**config.mk**
```make
export PLATFORM = sky130hd
export DESIGN_NAME = stack_insertion_sorter_unit
export DESIGN_NICKNAME = d
export VERILOG_FILES = /design/src/rtl/sis_pkg.sv /design/src/rtl/sis_datapath.sv /design/src/rtl/sis_ctrl.sv /design/src/rtl/stack_insertion_sorter_unit.sv
export SDC_FILE = /design/constraint.sdc
export NUM_CORES = 2
export LEC_CHECK = 0
export BUFFER_PORTS_ARGS = -buffer_cell sky130_fd_sc_hd__buf_2
export CAP_MARGIN = 0
export CORE_MARGIN = 1.5
export CORE_UTILIZATION = 58
export DETAILED_ROUTE_END_ITERATION = 12
export MAX_ROUTING_LAYER = met4
export PLACE_DENSITY = 0.74
export RECOVER_POWER = 25
export SKIP_CTS_REPAIR_TIMING = 1
export SLEW_MARGIN = 20
export SYNTH_ARGS = -nofsm -noshare
export SYNTH_HDL_FRONTEND = slang
export SYNTH_SLANG_ARGS = --single-unit
```
**constraint.sdc**
```tcl
create_clock -name clk -period 5 [get_ports clk]
set_input_delay 0.75 -clock clk [delete_from_list [all_inputs] [get_ports clk]]
set_output_delay 0.75 -clock clk [all_outputs]
set_load 0.01 [all_outputs]
```
**src/rtl/sis_pkg.sv**
```systemverilog
// ----------------------------------------------------------------------------
// sis_pkg
// shared types for the stack insertion sorter: payloads and control groups
// ----------------------------------------------------------------------------
`default_nettype none

package sis_pkg;

  localparam int DATA_W = 32;

  typedef struct packed {
    logic signed [DATA_W-1:0] value;
    logic                     final_item;
  } in_item_t;

  typedef struct packed {
    logic signed [DATA_W-1:0] sorted_value;
    logic                     end_of_run;
    logic                     overflow;
  } out_item_t;

  typedef struct packed {
    logic insert;
    logic pop;
  } sis_cmd_t;

  typedef struct packed {
    logic last_one;
  } sis_status_t;

endpackage

`default_nettype wire

```
**src/rtl/sis_datapath.sv**
```systemverilog
// ----------------------------------------------------------------------------
// sis_datapath
// compare-and-shift cell chain holding the stack in descending order,
// fill count, drop flag and the output register
// ----------------------------------------------------------------------------
`default_nettype none

module sis_datapath #(
  parameter int DEPTH = 16
) (
  input  wire logic               clk,
  input  wire logic               rst_n,
  input  wire sis_pkg::sis_cmd_t  cmd,
  input  wire sis_pkg::in_item_t  in_data,
  output sis_pkg::sis_status_t    status,
  output sis_pkg::out_item_t      out_data
);
  import sis_pkg::*;

  localparam int FILL_W = $clog2(DEPTH + 1);

  logic signed [DATA_W-1:0] cell_r   [DEPTH];
  logic signed [DATA_W-1:0] cell_nxt [DEPTH];
  logic [DEPTH-1:0]         lt;
  logic [FILL_W-1:0]        fill_r, fill_nxt;
  logic                     dropped_r, dropped_nxt;
  out_item_t                out_data_r;
  logic                     full;
  logic                     insert_ok;

  assign full      = (fill_r == FILL_W'(DEPTH));
  assign insert_ok = cmd.insert && !full;

  // cell i is occupied and holds a value smaller than the incoming one
  for (genvar i = 0; i < DEPTH; i++) begin : g_cell
    logic shift_in;
    logic take_v;

    assign lt[i] = (FILL_W'(i) < fill_r) && (cell_r[i] < in_data.value);

    if (i == 0) begin : g_first
      assign shift_in = 1'b0;
    end else begin : g_rest
      assign shift_in = lt[i-1];
    end

    assign take_v = !shift_in && (lt[i] || (FILL_W'(i) == fill_r));

    always_comb begin
      cell_nxt[i] = cell_r[i];
      if (insert_ok) begin
        if (shift_in) begin
          if (i > 0) begin
            cell_nxt[i] = cell_r[(i > 0) ? i - 1 : 0];
          end
        end else if (take_v) begin
          cell_nxt[i] = in_data.value;
        end
      end else if (cmd.pop) begin
        if (i < DEPTH - 1) begin
          cell_nxt[i] = cell_r[(i < DEPTH - 1) ? i + 1 : i];
        end
      end
    end

    always_ff @(posedge clk) begin
      cell_r[i] <= cell_nxt[i];
    end
  end

  always_comb begin
    fill_nxt    = fill_r;
    dropped_nxt = dropped_r;
    if (cmd.insert) begin
      if (full) begin
        dropped_nxt = 1'b1;
      end else begin
        fill_nxt = fill_r + FILL_W'(1);
      end
    end else if (cmd.pop) begin
      if (status.last_one) begin
        fill_nxt    = '0;
        dropped_nxt = 1'b0;
      end else begin
        fill_nxt = fill_r - FILL_W'(1);
      end
    end
  end

  always_ff @(posedge clk) begin
    if (!rst_n) begin
      fill_r    <= '0;
      dropped_r <= 1'b0;
    end else begin
      fill_r    <= fill_nxt;
      dropped_r <= dropped_nxt;
    end
  end

  always_ff @(posedge clk) begin
    if (cmd.pop) begin
      out_data_r.sorted_value <= cell_r[0];
      out_data_r.end_of_run   <= status.last_one;
      out_data_r.overflow     <= dropped_r;
    end
  end

  assign status.last_one = (fill_r == FILL_W'(1));
  assign out_data        = out_data_r;

endmodule

`default_nettype wire

```
**src/rtl/sis_ctrl.sv**
```systemverilog
// ----------------------------------------------------------------------------
// sis_ctrl
// collect / emit sequencer and output valid flag
// ----------------------------------------------------------------------------
`default_nettype none

module sis_ctrl (
  input  wire logic                 clk,
  input  wire logic                 rst_n,
  input  wire logic                 in_valid,
  input  wire logic                 in_final,
  output logic                      in_ready,
  output logic                      out_valid,
  input  wire logic                 out_ready,
  input  wire sis_pkg::sis_status_t status,
  output sis_pkg::sis_cmd_t         cmd
);
  import sis_pkg::*;

  localparam logic ST_COLLECT = 1'b0;
  localparam logic ST_EMIT    = 1'b1;

  logic state_r, state_nxt;
  logic out_valid_r, out_valid_nxt;

  assign in_ready   = (state_r == ST_COLLECT);
  assign cmd.insert = in_valid && in_ready;
  assign cmd.pop    = (state_r == ST_EMIT) && (!out_valid_r || out_ready);

  always_comb begin
    state_nxt = state_r;
    unique case (state_r)
      ST_COLLECT: begin
        if (cmd.insert && in_final) begin
          state_nxt = ST_EMIT;
        end
      end
      ST_EMIT: begin
        if (cmd.pop && status.last_one) begin
          state_nxt = ST_COLLECT;
        end
      end
      default: state_nxt = ST_COLLECT;
    endcase
  end

  always_comb begin
    out_valid_nxt = out_valid_r;
    if (cmd.pop) begin
      out_valid_nxt = 1'b1;
    end else if (out_ready) begin
      out_valid_nxt = 1'b0;
    end
  end

  always_ff @(posedge clk) begin
    if (!rst_n) begin
      state_r     <= ST_COLLECT;
      out_valid_r <= 1'b0;
    end else begin
      state_r     <= state_nxt;
      out_valid_r <= out_valid_nxt;
    end
  end

  assign out_valid = out_valid_r;

endmodule

`default_nettype wire

```
**src/rtl/stack_insertion_sorter_unit.sv**
```systemverilog
// ----------------------------------------------------------------------------
// stack_insertion_sorter_unit
// collects signed values into a bounded sorted stack and emits them
// largest first once the set is closed
// ----------------------------------------------------------------------------
// usage:
//   in_valid / in_ready / in_data carry one value per transfer; in_ready is
//   high while the block collects. each value is placed by a
//   chain of DEPTH compare-and-shift cells, so collection runs at one
//   transfer per cycle. a value beyond DEPTH held entries is dropped and
//   marks the run as overflowed.
//   the transfer with final_item set closes the set. the block then emits
//   every held value on out_valid / out_ready / out_data, largest first, one
//   per cycle while the receiver keeps out_ready high; the first result is
//   loaded into the output register once the state has switched to emit.
//   end_of_run marks the smallest value, overflow is set on the whole run
//   if anything was dropped. the emit phase is paced by the single output
//   register. in_ready returns high once the last result is loaded into the
//   output register, so the next set can start while it still waits to be
//   taken. a stalled receiver holds out_data and pauses emission.
//   reset (rst_n low, synchronous) empties the stack and drops out_valid.
// ----------------------------------------------------------------------------
`default_nettype none

module stack_insertion_sorter_unit #(
  parameter int DEPTH = 16
) (
  input  wire logic               clk,
  input  wire logic               rst_n,
  input  wire logic               in_valid,
  output logic                    in_ready,
  input  wire sis_pkg::in_item_t  in_data,
  output logic                    out_valid,
  input  wire logic               out_ready,
  output sis_pkg::out_item_t      out_data
);
  import sis_pkg::*;

  sis_cmd_t    cmd;
  sis_status_t status;

  sis_ctrl u_ctrl (
    .clk       (clk),
    .rst_n     (rst_n),
    .in_valid  (in_valid),
    .in_final  (in_data.final_item),
    .in_ready  (in_ready),
    .out_valid (out_valid),
    .out_ready (out_ready),
    .status    (status),
    .cmd       (cmd)
  );

  sis_datapath #(
    .DEPTH (DEPTH)
  ) u_datapath (
    .clk      (clk),
    .rst_n    (rst_n),
    .cmd      (cmd),
    .in_data  (in_data),
    .status   (status),
    .out_data (out_data)
  );

endmodule

`default_nettype wire

```
==> impl_results.md <==
* Flop pwr share at 0.420
* Starting Density at 0.584
* Initial antenna violation count at 6
* R2r startpoint: u_datapath.cell_r[1][205]
* Critical path class: in -> reg
* Run status: finished with violations
* Vias per cell at 6.47
* Post-synth top area share at 0.428
* Final Hold Vio Count at 0
* VDD IR-drop max at 0.219 mV
* Internal power at 11.5 mW
* Root buf cell: clkbuf_16
* Synth Area in Simple Gates at 0.0966
* Failing checks: capacitance limit, slew limit
* Cell accounting for the most synthesized area: edfxtp_1
* Layout cells sized above 1 at 0.0810
* Synth Area in Compound Gates at 0.166
* Worst reg-to-reg path cell count at 9
* Die X at 260 um
* Layout Area Growth over Synthesis at 10.3%
* Fin Setup TNS at 0 ns
* Psw at 6.54 mW
* CTS tree: built
* Crit Path Max Fanout at 32
* CTS H-tree lvls at 3
* Yosys cell types at 74
* Power Density at 428 mW/mm2
* Synthesis warning total at 0
* First-pass GRT wire length at 161000 um
* Slew margin rel. at -0.474
* WL met2 at 47800 um
* Placement Rows at 94
* Met1 wire length at 45800 um
* Syn_area_per_cell at 10.4 um2
* Placer's final routability congestion estimate at 0.939
* Final net count at 4278
* TritonCTS Buffers at 66
* Final Critical Period at 4.36 ns
* Vias in the first global route at 28600
* Dominant cells by area after synthesis: edfxtp_1 (43%), ha_1 (16%), mux2i_1 (10%)
* Maxcap violations at 3
* Port Buffer Count at 72
* Main combinational cell family by area after synthesis: compound AO/OA/AOI/OAI gates
* Remaining DRCs at 0
* Post-synthesis xor/xnor area fraction at 0.00114
* Antenna viol nets, final at 0
* Max layer used: met4
* Final Max Tran Viols at 120
* Seq/Total Area, Yosys at 0.432
* Die height at 260 um
* Worst-Skew Late Latency at 0.62 ns
* Deepest clock path buffer count at 3
* DR vias at 30200
* Hpwl dp at 75900 um
* Clock sink count at 554
* Comb power frac at 0.330
* Worst Hold Class: in -> reg
* Post-layout util at 0.644
* Total wire length at 104000 um
* Mux cell area share after synthesis at 0.111
* Setup Skew at 0.0193 ns
* Main synth FF type: edfxtp_1
* WL per Instance at 22.3 um
* Flop2flop setup slack at 0.83 ns
* Worst Setup End Kind: register
* Largest net degree at the start of global routing at 247
* Die area at 0.0676 mm2
* Switch share at 0.362
* I/O pin count at 73
* Post-Synthesis Cells at 3693
* Synth Register Bits at 554
* Synth Area in Adders at 0.164
* Max Clock Freq at 229 MHz
* CP required at 5.21 ns
* Least-Margin Pin Slew at 2.21 ns
* Setup violations, final at 0
* RSZ-0062 raised after global routing: no
* Core ar. at 0.0656 mm2
* Worst Slack Setup Final at 0.636 ns
* Critical path arrival at 4.57 ns
* Net Count, Synth at 4231
* LEAKAGE at 18.2 nW
* Initial DRT Pass Iterations at 6
* Met3 WL at 7250 um
* Mapped Area at 0.0383 mm2
* Hold depth at 3
* HP Start: in_data[0]
* Worst r2r dst: u_datapath.cell_r[1][228]
* Startpoint types: primary input
* Clock slew at reported path FFs at 0.06 ns
* Clk pwr share at 0.250
* Initial DRC count at 3312
* Hold Path End: u_ctrl.state_r
* Period utilization at 0.873
* Number of flops mapped to enable cells by yosys at 546
* GRT Overall Usage at 0.313
* Gr ovfl total at 0
* Post-place setup slack at 0.454 ns
* Post-synth ARST share at 0
[final cells by class]
cell class	instances	area [um2]
flip-flops and latches	554	16600
clock buffers	81	1710
well taps	864	1080
inverters	44	165
clock inverters	35	241
diodes	7	17.5
multi-input cells	2877	20900
repair buffers	197	1580
fillers	5191	23400
[power groups by stage]
stage	clock [mW]	sequential (mW)	combinational, mW
final	4.53	7.59	5.97
after detailed placement	0	7.61	5.93
after global placement	0	7.60	5.72
after CTS	4.57	7.54	5.96
after floorplan	0	7.23	4.29
after global routing	4.71	7.69	6.61
[cell usage after synthesis, drive strengths merged (32+ instances only)]
cell and instances:
buf 62, o22a 32, mux2i 389, ha 501, a211oi 65, o21ai 476, edfxtp 546, nand3 39
mux2 32, nand4 58, o22ai 34, nand2 477, nor2 202, a21o 54, a311oi 32, a21oi 275
clkbuf 156, inv 44
[state kept, by name (all words and copies together), names as in the netlist]
name	cells
u_datapath.dropped_r	1
u_ctrl.out_valid	1
u_datapath.out_data	34
u_datapath.cell_r	512
u_ctrl.state_r	1
u_datapath.fill_r	5
[per-stage QoR]
stage	std cells	total power, mW	hold slack (ns)	cell area (um2)
floorplan	3693	11.5	0.409	38400
global placement	4535	13.3	0.430	40400
detailed placement	4535	13.5	0.431	40400
CTS	4651	18.1	0.431	42400
global route	4658	19.0	0.453	42300
finish	4659	18.1	0.446	42300
[routing by layer]
| metal | vias up | GRT usage |
|---|---|---|
| met5 | - | - |
| met4 | 0 | 0.110 |
| met3 | 192 | 0.0328 |
| met2 | 1283 | 0.486 |
| met1 | 14500 | 0.427 |
| li1 | 14200 | - |
[placed cells by master, fill, tap and decap left out, types with 16 or more instances in the layout]
master     instances
a211oi_1          64
a21o_1            54
a21oi_1          274
a311oi_1          32
buf_12            25
buf_2             35
buf_4             94
clkbuf_1          56
clkbuf_16         66
clkinv_1          16
edfxtp_1         546
ha_1             501
inv_1             44
mux2_2            31
mux2i_1          388
nand2_1          474
nand3_1           39
nand4_1           58
nor2_1           201
nor2b_1           16
nor3_1            27
o21ai_0          385
o21ai_1           87
o22a_1            32
o22ai_1           34
[cells by family after synthesis]
group	count (synthesis)
simple gates	870
fa+ha+maj	501
mux	421
xor+xnor	5
flops	554
buf+inv	262
compound gates	1080
[worst max path at each step]
| stage | startpoint | to | slack [ns] | cells after the start |
|---|---|---|---|---|
| 2_1_floorplan | in_data[32] | u_datapath.cell_r[1][128] | -0.37 | 11 |
| 3_3_place_gp | in_data[31] | u_datapath.cell_r[0][134] | 0.52 | 15 |
| 3_5_place_dp | in_data[31] | u_datapath.cell_r[0][133] | 0.45 | 15 |
| 4_1_cts | in_data[31] | u_datapath.cell_r[0][133] | 1.11 | 15 |
| 5_1_grt | u_ctrl.out_valid | u_datapath.cell_r[1][113] | 0.45 | 6 |
| 6_report | in_data[14] | u_datapath.cell_r[1][228] | 0.64 | 12 |
[critical path, cell delays in order]
cell and delay [ns]:
clkbuf_1 0.09, inv_1 0.11, buf_4 0.30, ha_1 0.29
a21oi_1 0.15, nor2_1 0.06, a211oi_1 0.44, o2111ai_1 0.31
a21oi_1 0.34, o211a_1 0.20, o311a_1 0.17, dlymetal6s2s_1 1.31
No activity file was read; power rests on OpenSTA's default activity.
